`config.mk`:
```
export PLATFORM = sky130hd
export DESIGN_NAME = sha256_message_digest
export DESIGN_NICKNAME = d
export VERILOG_FILES = /design/src/design/sha256_pkg.sv /design/src/design/sha256_message_digest.sv /design/src/design/sha256_round_core.sv
export VERILOG_INCLUDE_DIRS = /design/src /design/src/design
export SDC_FILE = /design/constraint.sdc
export NUM_CORES = 2
export LEC_CHECK = 0
export BUFFER_PORTS_ARGS = -buffer_cell sky130_fd_sc_hd__buf_4
export CORE_MARGIN = 3
export CORE_UTILIZATION = 35
export DETAILED_ROUTE_END_ITERATION = 8
export PLACE_DENSITY = 0.56
export SYNTH_ARGS = -nofsm -noshare
export SYNTH_HDL_FRONTEND = slang
export SYNTH_HIERARCHICAL = 1
export SYNTH_SLANG_ARGS = --single-unit
export TNS_END_PERCENT = 5
```
`constraint.sdc`:
```
create_clock -name clk -period 38.1 [get_ports clk]
set_clock_uncertainty 0.1 [all_clocks]
set_input_delay 3.81 -clock clk [delete_from_list [all_inputs] [get_ports clk]]
set_output_delay 3.81 -clock clk [all_outputs]
set_load 0.005 [all_outputs]
```
`src/design/sha256_message_digest_defines.svh`:
```
// ----------------------------------------------------------------------------
// sha256_message_digest_defines
// Assertion macros for the SHA-256 message digest block.
// ----------------------------------------------------------------------------
`ifndef SHA256_MESSAGE_DIGEST_DEFINES_SVH
`define SHA256_MESSAGE_DIGEST_DEFINES_SVH
`ifndef SYNTHESIS
`define SMD_ASSERT_IMPL(label, clk, rst_n, ante, cons) \
    label: assert property (@(posedge clk) disable iff (!rst_n) (ante) |-> (cons)) \
        else $error("assertion failed");
`define SMD_ASSERT_NEXT(label, clk, rst_n, ante, cons) \
    label: assert property (@(posedge clk) disable iff (!rst_n) (ante) |=> (cons)) \
        else $error("assertion failed");
`else
`define SMD_ASSERT_IMPL(label, clk, rst_n, ante, cons)
`define SMD_ASSERT_NEXT(label, clk, rst_n, ante, cons)
`endif
`endif

```
`src/design/sha256_pkg.sv`:
```
// ----------------------------------------------------------------------------
// sha256_pkg
// Shared types, constants and round functions of the SHA-256 digest block.
// ----------------------------------------------------------------------------
`default_nettype none
package sha256_pkg;

    typedef struct packed {
        logic [7:0] data_byte;
        logic       has_byte;
        logic       is_last;
    } in_item_t;

    typedef struct packed {
        logic [31:0] digest_word;
        logic [2:0]  word_index;
        logic        last_word;
    } out_item_t;

    typedef enum logic [2:0] {
        ST_IDLE,
        ST_ROUND,
        ST_FOLD,
        ST_PAD,
        ST_EMIT
    } state_t;

    // Handshake between sequencer and round core
    typedef struct packed {
        logic start;
        logic busy;
        logic done;
    } core_ctl_t;

    localparam logic [7:0] PAD_BYTE = 8'h80;

    // Padding phases: marker byte, zeros then length, zeros up to block end
    localparam logic [2:0] PAD_MARK = 3'd0;
    localparam logic [2:0] PAD_FILL = 3'd1;
    localparam logic [2:0] PAD_WRAP = 3'd2;

    function automatic logic [31:0] init_hash(input logic [2:0] i);
        logic [31:0] v;
        case (i)
            3'd0: v = 32'h6a09e667;
            3'd1: v = 32'hbb67ae85;
            3'd2: v = 32'h3c6ef372;
            3'd3: v = 32'ha54ff53a;
            3'd4: v = 32'h510e527f;
            3'd5: v = 32'h9b05688c;
            3'd6: v = 32'h1f83d9ab;
            default: v = 32'h5be0cd19;
        endcase
        return v;
    endfunction

    function automatic logic [31:0] round_k(input logic [5:0] i);
        logic [31:0] k [64];
        k = '{
            32'h428a2f98, 32'h71374491, 32'hb5c0fbcf, 32'he9b5dba5,
            32'h3956c25b, 32'h59f111f1, 32'h923f82a4, 32'hab1c5ed5,
            32'hd807aa98, 32'h12835b01, 32'h243185be, 32'h550c7dc3,
            32'h72be5d74, 32'h80deb1fe, 32'h9bdc06a7, 32'hc19bf174,
            32'he49b69c1, 32'hefbe4786, 32'h0fc19dc6, 32'h240ca1cc,
            32'h2de92c6f, 32'h4a7484aa, 32'h5cb0a9dc, 32'h76f988da,
            32'h983e5152, 32'ha831c66d, 32'hb00327c8, 32'hbf597fc7,
            32'hc6e00bf3, 32'hd5a79147, 32'h06ca6351, 32'h14292967,
            32'h27b70a85, 32'h2e1b2138, 32'h4d2c6dfc, 32'h53380d13,
            32'h650a7354, 32'h766a0abb, 32'h81c2c92e, 32'h92722c85,
            32'ha2bfe8a1, 32'ha81a664b, 32'hc24b8b70, 32'hc76c51a3,
            32'hd192e819, 32'hd6990624, 32'hf40e3585, 32'h106aa070,
            32'h19a4c116, 32'h1e376c08, 32'h2748774c, 32'h34b0bcb5,
            32'h391c0cb3, 32'h4ed8aa4a, 32'h5b9cca4f, 32'h682e6ff3,
            32'h748f82ee, 32'h78a5636f, 32'h84c87814, 32'h8cc70208,
            32'h90befffa, 32'ha4506ceb, 32'hbef9a3f7, 32'hc67178f2
        };
        return k[i];
    endfunction

    function automatic logic [31:0] rotr(input logic [31:0] x, input int n);
        return (x >> n) | (x << (32 - n));
    endfunction

endpackage
`default_nettype wire

```
`src/design/sha256_message_digest.sv`:
```
// One byte per beat; a byte that does not fill a block is taken without holding
// the input, and a beat that fills a block holds the input while the core runs
// its 64 rounds and reports completion and the result is folded into the
// hash. A last beat then pads one byte per cycle (with one or
// two compressions) and emits eight digest beats, one per cycle as the output
// side accepts them. The single round core sets the rate.
// ----------------------------------------------------------------------------
// sha256_message_digest
// Byte-serial SHA-256: packs, pads, compresses and emits the 256-bit digest.
// ----------------------------------------------------------------------------
`default_nettype none
`include "sha256_message_digest_defines.svh"
module sha256_message_digest
    import sha256_pkg::*;
(
    input  wire logic clk,
    input  wire logic rst_n,
    input  wire logic in_valid,
    output logic      in_ready,
    input  in_item_t  in_data,
    output logic      out_valid,
    input  wire logic out_ready,
    output out_item_t out_data
);

    state_t        state_reg, state_next;
    logic [255:0]  hash_reg, hash_next;
    logic [511:0]  buf_reg, buf_next;
    logic [63:0]   len_reg, len_next;
    logic [5:0]    pos_reg, pos_next;
    logic          last_reg, last_next;
    logic [2:0]    pad_reg, pad_next;
    logic [2:0]    widx_reg, widx_next;
    logic          core_start;
    core_ctl_t     core_ctl;
    logic [255:0]  core_vars;

    logic          put_en;
    logic [7:0]    put_byte;
    logic          in_fire;
    logic [511:0]  buf_put;
    logic [255:0]  hash_sum;

    sha256_round_core u_core (
        .clk      (clk),
        .rst_n    (rst_n),
        .start    (core_start),
        .block    (buf_put),
        .hash_in  (hash_reg),
        .ctl      (core_ctl),
        .vars_out (core_vars)
    );

    assign in_fire = in_valid && in_ready;

    // Pick the byte to place: message byte, pad marker, zeros or length
    always_comb
    begin
        put_en   = 1'b0;
        put_byte = 8'h00;
        if (state_reg == ST_IDLE && in_fire && in_data.has_byte)
        begin
            put_en   = 1'b1;
            put_byte = in_data.data_byte;
        end
        else if (state_reg == ST_PAD)
        begin
            put_en = 1'b1;
            case (pad_reg)
                PAD_MARK:
                    put_byte = PAD_BYTE;
                PAD_FILL:
                    if (pos_reg >= 6'd56)
                        put_byte = len_reg[8*(63 - pos_reg) +: 8];
                    else
                        put_byte = 8'h00;
                default:
                    put_byte = 8'h00;
            endcase
        end
        buf_put = buf_reg;
        if (put_en)
            buf_put[8*(63 - pos_reg) +: 8] = put_byte;
        for (int i = 0; i < 8; i++)
            hash_sum[32*i +: 32] = hash_reg[32*i +: 32] + core_vars[32*i +: 32];
    end

    assign core_start = put_en && (pos_reg == 6'd63);

    // Next state
    always_comb
    begin
        state_next = state_reg;
        case (state_reg)
            ST_IDLE:
                if (in_fire)
                begin
                    if (core_start)
                        state_next = ST_ROUND;
                    else if (in_data.is_last)
                        state_next = ST_PAD;
                end
            ST_ROUND:
                if (core_ctl.done)
                    state_next = ST_FOLD;
            ST_FOLD:
                if (last_reg)
                    state_next = ST_PAD;
                else if (pad_reg == PAD_FILL)
                    state_next = ST_EMIT;
                else
                    state_next = ST_IDLE;
            ST_PAD:
                if (core_start)
                    state_next = ST_ROUND;
            ST_EMIT:
                if (out_ready && widx_reg == 3'd7)
                    state_next = ST_IDLE;
            default:
                state_next = ST_IDLE;
        endcase
    end

    // Datapath updates
    always_comb
    begin
        hash_next = hash_reg;
        buf_next  = buf_put;
        len_next  = len_reg;
        pos_next  = put_en ? pos_reg + 6'd1 : pos_reg;
        last_next = last_reg;
        pad_next  = pad_reg;
        widx_next = widx_reg;
        case (state_reg)
            ST_IDLE:
                if (in_fire)
                begin
                    last_next = in_data.is_last;
                    pad_next  = PAD_MARK;
                    if (in_data.has_byte)
                        len_next = len_reg + 64'd8;
                end
            ST_FOLD:
            begin
                hash_next = hash_sum;
                // Final fold goes straight to output
                if (!last_reg && pad_reg == PAD_FILL)
                begin
                    pad_next  = PAD_MARK;
                    widx_next = '0;
                end
            end
            ST_PAD:
                case (pad_reg)
                    PAD_MARK:
                        // Marker too late for the length: zero out this block first
                        pad_next = (pos_reg inside {[6'd56:6'd62]}) ? PAD_WRAP : PAD_FILL;
                    PAD_WRAP:
                        if (pos_reg == 6'd63)
                            pad_next = PAD_FILL;
                    default:
                        // Length complete: block goes to compression, then output
                        if (pos_reg == 6'd63)
                            last_next = 1'b0;
                endcase
            ST_EMIT:
                if (out_ready)
                begin
                    widx_next = widx_reg + 3'd1;
                    if (widx_reg == 3'd7)
                    begin
                        for (int i = 0; i < 8; i++)
                            hash_next[255 - 32*i -: 32] = init_hash(3'(i));
                        len_next = '0;
                        pos_next = '0;
                    end
                end
            default:
                ;
        endcase
    end

    always_ff @(posedge clk)
    begin
        buf_reg <= buf_next;
    end

    always_ff @(posedge clk or negedge rst_n)
    begin
        if (!rst_n)
        begin
            state_reg <= ST_IDLE;
            for (int i = 0; i < 8; i++)
                hash_reg[255 - 32*i -: 32] <= init_hash(3'(i));
            len_reg  <= '0;
            pos_reg  <= '0;
            last_reg <= 1'b0;
            pad_reg  <= PAD_MARK;
            widx_reg <= '0;
        end
        else
        begin
            state_reg <= state_next;
            hash_reg  <= hash_next;
            len_reg   <= len_next;
            pos_reg   <= pos_next;
            last_reg  <= last_next;
            pad_reg   <= pad_next;
            widx_reg  <= widx_next;
        end
    end

    // Outputs
    always_comb
    begin
        in_ready             = (state_reg == ST_IDLE);
        out_valid            = (state_reg == ST_EMIT);
        out_data.digest_word = hash_reg[255 - 32*widx_reg -: 32];
        out_data.word_index  = widx_reg;
        out_data.last_word   = (widx_reg == 3'd7);
    end

    `SMD_ASSERT_IMPL(a_no_overlap, clk, rst_n, out_valid, !in_ready)
    `SMD_ASSERT_IMPL(a_core_idle_start, clk, rst_n, core_start, !core_ctl.busy)
    `SMD_ASSERT_NEXT(a_done_fold, clk, rst_n, core_ctl.done, state_reg == ST_FOLD)

endmodule
`default_nettype wire

```
`src/design/sha256_round_core.sv`:
```
// ----------------------------------------------------------------------------
// sha256_round_core
// Shared compression unit: one SHA-256 round per cycle, 64 rounds per block,
// with the rolling 16-word schedule window and the working variables.
// ----------------------------------------------------------------------------
`default_nettype none
module sha256_round_core
    import sha256_pkg::*;
(
    input  wire logic        clk,
    input  wire logic        rst_n,
    input  wire logic        start,
    input  wire logic [511:0] block,
    input  wire logic [255:0] hash_in,
    output core_ctl_t        ctl,
    output logic [255:0]     vars_out
);

    logic [31:0] win_reg [16];
    logic [31:0] win_next [16];
    logic [31:0] var_reg [8];
    logic [31:0] var_next [8];
    logic [6:0]  round_reg, round_next;
    logic        busy_reg, busy_next;
    logic        done_reg, done_next;

    logic [31:0] w15, w2, s0, s1, w_new, w_cur;
    logic [31:0] sig0, sig1, ch, maj, t1, t2;
    logic [3:0]  slot;

    // Schedule word and round function
    always_comb
    begin
        slot  = round_reg[3:0];
        w15   = win_reg[slot + 4'd1];
        w2    = win_reg[slot + 4'd14];
        s0    = rotr(w15, 7) ^ rotr(w15, 18) ^ (w15 >> 3);
        s1    = rotr(w2, 17) ^ rotr(w2, 19) ^ (w2 >> 10);
        w_new = win_reg[slot] + s0 + win_reg[slot + 4'd9] + s1;
        w_cur = (round_reg >= 7'd16) ? w_new : win_reg[slot];
        sig1  = rotr(var_reg[4], 6) ^ rotr(var_reg[4], 11) ^ rotr(var_reg[4], 25);
        ch    = (var_reg[4] & var_reg[5]) ^ (~var_reg[4] & var_reg[6]);
        t1    = var_reg[7] + sig1 + ch + round_k(round_reg[5:0]) + w_cur;
        sig0  = rotr(var_reg[0], 2) ^ rotr(var_reg[0], 13) ^ rotr(var_reg[0], 22);
        maj   = (var_reg[0] & var_reg[1]) ^ (var_reg[0] & var_reg[2])
              ^ (var_reg[1] & var_reg[2]);
        t2    = sig0 + maj;
    end

    // Load on start, advance one round while busy
    always_comb
    begin
        win_next   = win_reg;
        var_next   = var_reg;
        round_next = round_reg;
        busy_next  = busy_reg;
        done_next  = 1'b0;
        if (start)
        begin
            for (int i = 0; i < 16; i++)
                win_next[i] = block[511 - 32*i -: 32];
            for (int i = 0; i < 8; i++)
                var_next[i] = hash_in[255 - 32*i -: 32];
            round_next = 7'd0;
            busy_next  = 1'b1;
        end
        else if (busy_reg)
        begin
            win_next[slot] = w_cur;
            var_next[7] = var_reg[6];
            var_next[6] = var_reg[5];
            var_next[5] = var_reg[4];
            var_next[4] = var_reg[3] + t1;
            var_next[3] = var_reg[2];
            var_next[2] = var_reg[1];
            var_next[1] = var_reg[0];
            var_next[0] = t1 + t2;
            round_next  = round_reg + 7'd1;
            if (round_reg == 7'd63)
            begin
                busy_next = 1'b0;
                done_next = 1'b1;
            end
        end
    end

    always_ff @(posedge clk)
    begin
        win_reg <= win_next;
        var_reg <= var_next;
    end

    always_ff @(posedge clk or negedge rst_n)
    begin
        if (!rst_n)
        begin
            round_reg <= '0;
            busy_reg  <= 1'b0;
            done_reg  <= 1'b0;
        end
        else
        begin
            round_reg <= round_next;
            busy_reg  <= busy_next;
            done_reg  <= done_next;
        end
    end

    always_comb
    begin
        ctl.start = start;
        ctl.busy  = busy_reg;
        ctl.done  = done_reg;
        for (int i = 0; i < 8; i++)
            vars_out[255 - 32*i -: 32] = var_reg[i];
    end

endmodule
`default_nettype wire

```
# Word level (Yosys, flattened, before mapping)
# Memory sizes are Yosys's and may differ from the RTL's.
# Cells that the tools add are included.
word_totals:
  register_bits: 1625
  mem_bits_ro: 2048
  elab_cells: 225
  latchBits: 0
  out_inout_bits: 38
  ram_bits: 0
  mem_count: 1
memory_table:
  columns: ["name", "depth", "width", "rd", "rd_ports_with_merged_regs", "write_ports", "line_no", "text"]
  rows:
  - ["(name not given)", 64, 32, 1, 0, 0, "sha256_pkg.sv:77", "return k[i];"]
classes:
  n_bitwise: 32
  reduce_logical: 23
  mux: 71
  shift: 4
  n_lt_le_gt_ge: 9
  add_sub_neg: 28
  div_mod_pow: 0
  n_mul: 0
  eq_ne: 22
op_table:
  columns: ["operator", "n"]
  rows:
  - ["$mux 512", 3]
  - ["$bwmux 512", 2]
  - ["$mux 256", 4]
  - ["$add 32x32->32", 18]
  - ["$bmux 32 s4", 4]
  - ["$pmux 256 s2", 1]
  - ["$shift 8x34->512 const A", 1]
  - ["$shiftx 8x34->512", 1]
  - ["$mux 32", 12]
  - ["$xor 32x32->32", 9]
  - ["$shiftx 287x33->32", 1]
  - ["$mux 64", 4]
  - ["$and 32x32->32", 5]
  - ["$demux 32 s4", 1]
  - ["$pmux 64 s2", 1]
  - ["$add 64x4->64 const B", 1]
  - ["$shiftx 64x33->8", 1]
  - ["$mux 3", 12]
  - ["$neg 32->34", 1]
  - ["$not 32->32", 1]
  - ["$or 10x32->32", 1]
  - ["$or 13x32->32", 1]
  - ["$or 14x32->32", 1]
  - ["$or 15x32->32", 1]
  - ["other kinds (51)", 102]

# Depth between registers and ports, before layout
logic_depth:
  depth_word: 16
  mapped_depth: 60
  ltp_nobuf: 51

# Hierarchy
# Netlist, hierarchy kept.
modules_own_cells:
  columns: ["mod", "area_per_inst_um2", "cells_each", "n_inst"]
  rows:
  - ["sha256_round_core", 60515.5, 5212, 1]
  - ["sha256_message_digest", 44406.3, 4772, 1]

# Worst setup path before layout
# Ideal clock, no wire load.
synth_path:
  path_kind: "reg-to-reg"
  startpoint: "register u_core.round_reg[0]"
  endpoint: "register u_core.var_reg, in the netlist u_core/vars_out[127], data pin"
  setup_time_ns: 0.260
  setup_slack_ns: 23.846
  path_stages_with_launch: 58
  n_path_buf: 12
  arrival_time_ns: 13.894
  path_cell_list: "dfrtp_1 -> buf_4 -> buf_4 -> buf_4 -> buf_4 -> buf_4 -> buf_2 -> inv_1 -> clkbuf_1 -> ha_1 -> buf_2 -> buf_2 -> buf_1 -> mux4_2 -> mux4_2 -> xnor2_1 -> xnor2_1 -> fa_1 -> (+22 left out) -> o21bai_1 -> a21o_1 -> a21o_1 -> o311ai_0 -> a21boi_0 -> o21a_1 -> nor2_1 -> xnor2_1 -> ha_1 -> clkbuf_1 -> nand3_1 -> or3_1 -> o21ba_2 -> o31ai_1 -> a21o_1 -> a21oi_1 -> xnor3_1 -> mux2_2"
synth_lines:
  columns: ["item", "line_no", "text"]
  rows:
  - ["start: declaration", "sha256_round_core.sv:23", "logic [6:0] round_reg, round_next;"]
  - ["start signal: assignment", "sha256_round_core.sv:103", "round_reg <= round_next;"]
  - ["end signal: assignment", "sha256_round_core.sv:90", "var_reg <= var_next;"]
  - ["end: declaration", "sha256_round_core.sv:21", "logic [31:0] var_reg [8];"]

==> run metrics <==
status=complete, no violations; row cnt=200; initial DRC count=12,400; H-Tree Depth=4; setup_tns=0 ps; Critical Path Source Type=register; most frequent cells in the layout=1,320 x nand2_1, 1,056 x o21ai_0, 768 x edfxtp_1; Final Slew Violations=0; r2r startpoint=u_core/round_reg[0]$_DFFE_PN0P_; share of cells above drive strength 1=18.0%; via count=86,000; RePlAce Congestion=0.980; CP Launch Point=u_core/round_reg[0]$_DFFE_PN0P_; final setup violating endpoints=0; FF-to-FF setup slack=21,640 ps; drt first pass iters=9; Critical Path AT=16,890 ps; vias in the first global route=82,400; net count after synthesis=10,600; port buffer count=51; Sink Count=1,621; YS warnings=6; Slew Limit Headroom=5.61%; root buf cell=clkbuf_16; max_cap viols=0; PostCTS Resize Cnt=0; global route overflow=0; Setup Fix Bufs, Post-CTS=0; gr usage total=27.2%; CTS Buf Count=189; number of routed nets with antenna violations=0; clk buf depth=4; slowest CP cell=dfrtp_4; worst min path class=register to register; unrepaired setup endpoints after global routing=no; drc violations=0; die area=306,000 um^2; Worst path max stage delay=860 ps; I/O pin total=52; worst skew pair latency=900 ps; R2R cell count=47; WP data required=38,530 ps; drt total wl=432,000 um; Critical Path Fanout Max=41; final critical-path share of the clock period=43.2%; Initial Util=35.3%; Mapped Cells=9,982; most frequent CP cell=inv_1; DP HPWL=305,000 um; Mean Syn Cell Area=10.5 um^2; Die H=553 um; drt via density=6.19; Layout area overhead=10.7%; final hold vios=0; commonest non-fill, non-tap cell in the layout=nand2_1; clk slew on worst S/H paths=60 ps; Crit Path Class=register to register; Netlist Area Pre-Place=105,000 um^2; initial antenna violation count=28; Nets=10,400; crit path capture=u_core/vars_out[127]$_DFFE_PP_; crit end category=register; largest net degree at the start of global routing=146; WL/cell=31.1 um; Die X=553 um; first-pass GRT wire length=612,000 um; Worst Tran Pin Value=1410 ps; min Tclk post-route=16,460 ps; hold_buf cts=0; CORE AREA=298,000 um^2; R2R Path End=u_core/vars_out[127]$_DFFE_PP_; fmax=60.8 MHz; CTS tree=done
==> critical path: cells and delay by family, from the launching register on <==
kind / cells / cell delay (ps)
AO/OA/AOI/OAI: 16 / 4430
XOR/XNOR: 5 / 890
multiplexers: 3 / 1480
adder cells (fa/ha/maj): 9 / 4320
buffers and inverters: 8 / 2620
flip-flops: 1 / 860
AND/OR/NAND/NOR: 6 / 1220
==> how the worst min path moves through the flow <==
| stage | startpoint | to | slack (ps) | cells after the start |
|---|---|---|---|---|
| 4_1_cts | buf_reg[266]$_DFF_P_ | buf_reg[266]$_DFF_P_ | 350 | 2 |
| 3_3_place_gp | buf_reg[362]$_DFF_P_ | buf_reg[362]$_DFF_P_ | 330 | 2 |
| 6_report | buf_reg[370]$_DFF_P_ | buf_reg[370]$_DFF_P_ | 350 | 2 |
| 3_5_place_dp | buf_reg[329]$_DFF_P_ | buf_reg[329]$_DFF_P_ | 340 | 2 |
| 5_1_grt | buf_reg[454]$_DFF_P_ | buf_reg[454]$_DFF_P_ | 370 | 2 |
| 2_1_floorplan | buf_reg[263]$_DFF_P_ | buf_reg[263]$_DFF_P_ | 320 | 2 |
==> routing by layer <==
layer	GRT usage [%]	routed length [um]
met1	38.3	179000
met2	39.7	182000
met3	7.40	52200
met4	10.1	19000
met5	0	41
==> through the flow <==
step	instance area, um^2	hold WS (ps)	worst slack, ps	utilization (%)	std cells
after floorplan	105000	319	23850	-	9982
after global placement	110000	330	21860	36.9	13600
after detailed placement	110000	338	21910	36.9	13600
after CTS	116000	353	21760	39.0	13900
after global routing	116000	374	20710	39.0	13900
final	116000	352	21640	39.0	13900
==> cell type report <==
class | instances | area (um^2)
Clock buffer | 251 | 5250
Multi-Input combinational cell | 7379 | 59500
Sequential cell | 1621 | 42000
Clock inverter | 94 | 1100
Antenna cell | 10 | 25.0
Timing Repair Buffer | 251 | 1980
Tap cell | 3939 | 4930
Fill cell | 28800 | 181000
Inverter | 361 | 1360
Power is left out: the tool's default activity adds up to more than one toggle a clock period on the data nets, which glitch-free logic cannot reach.
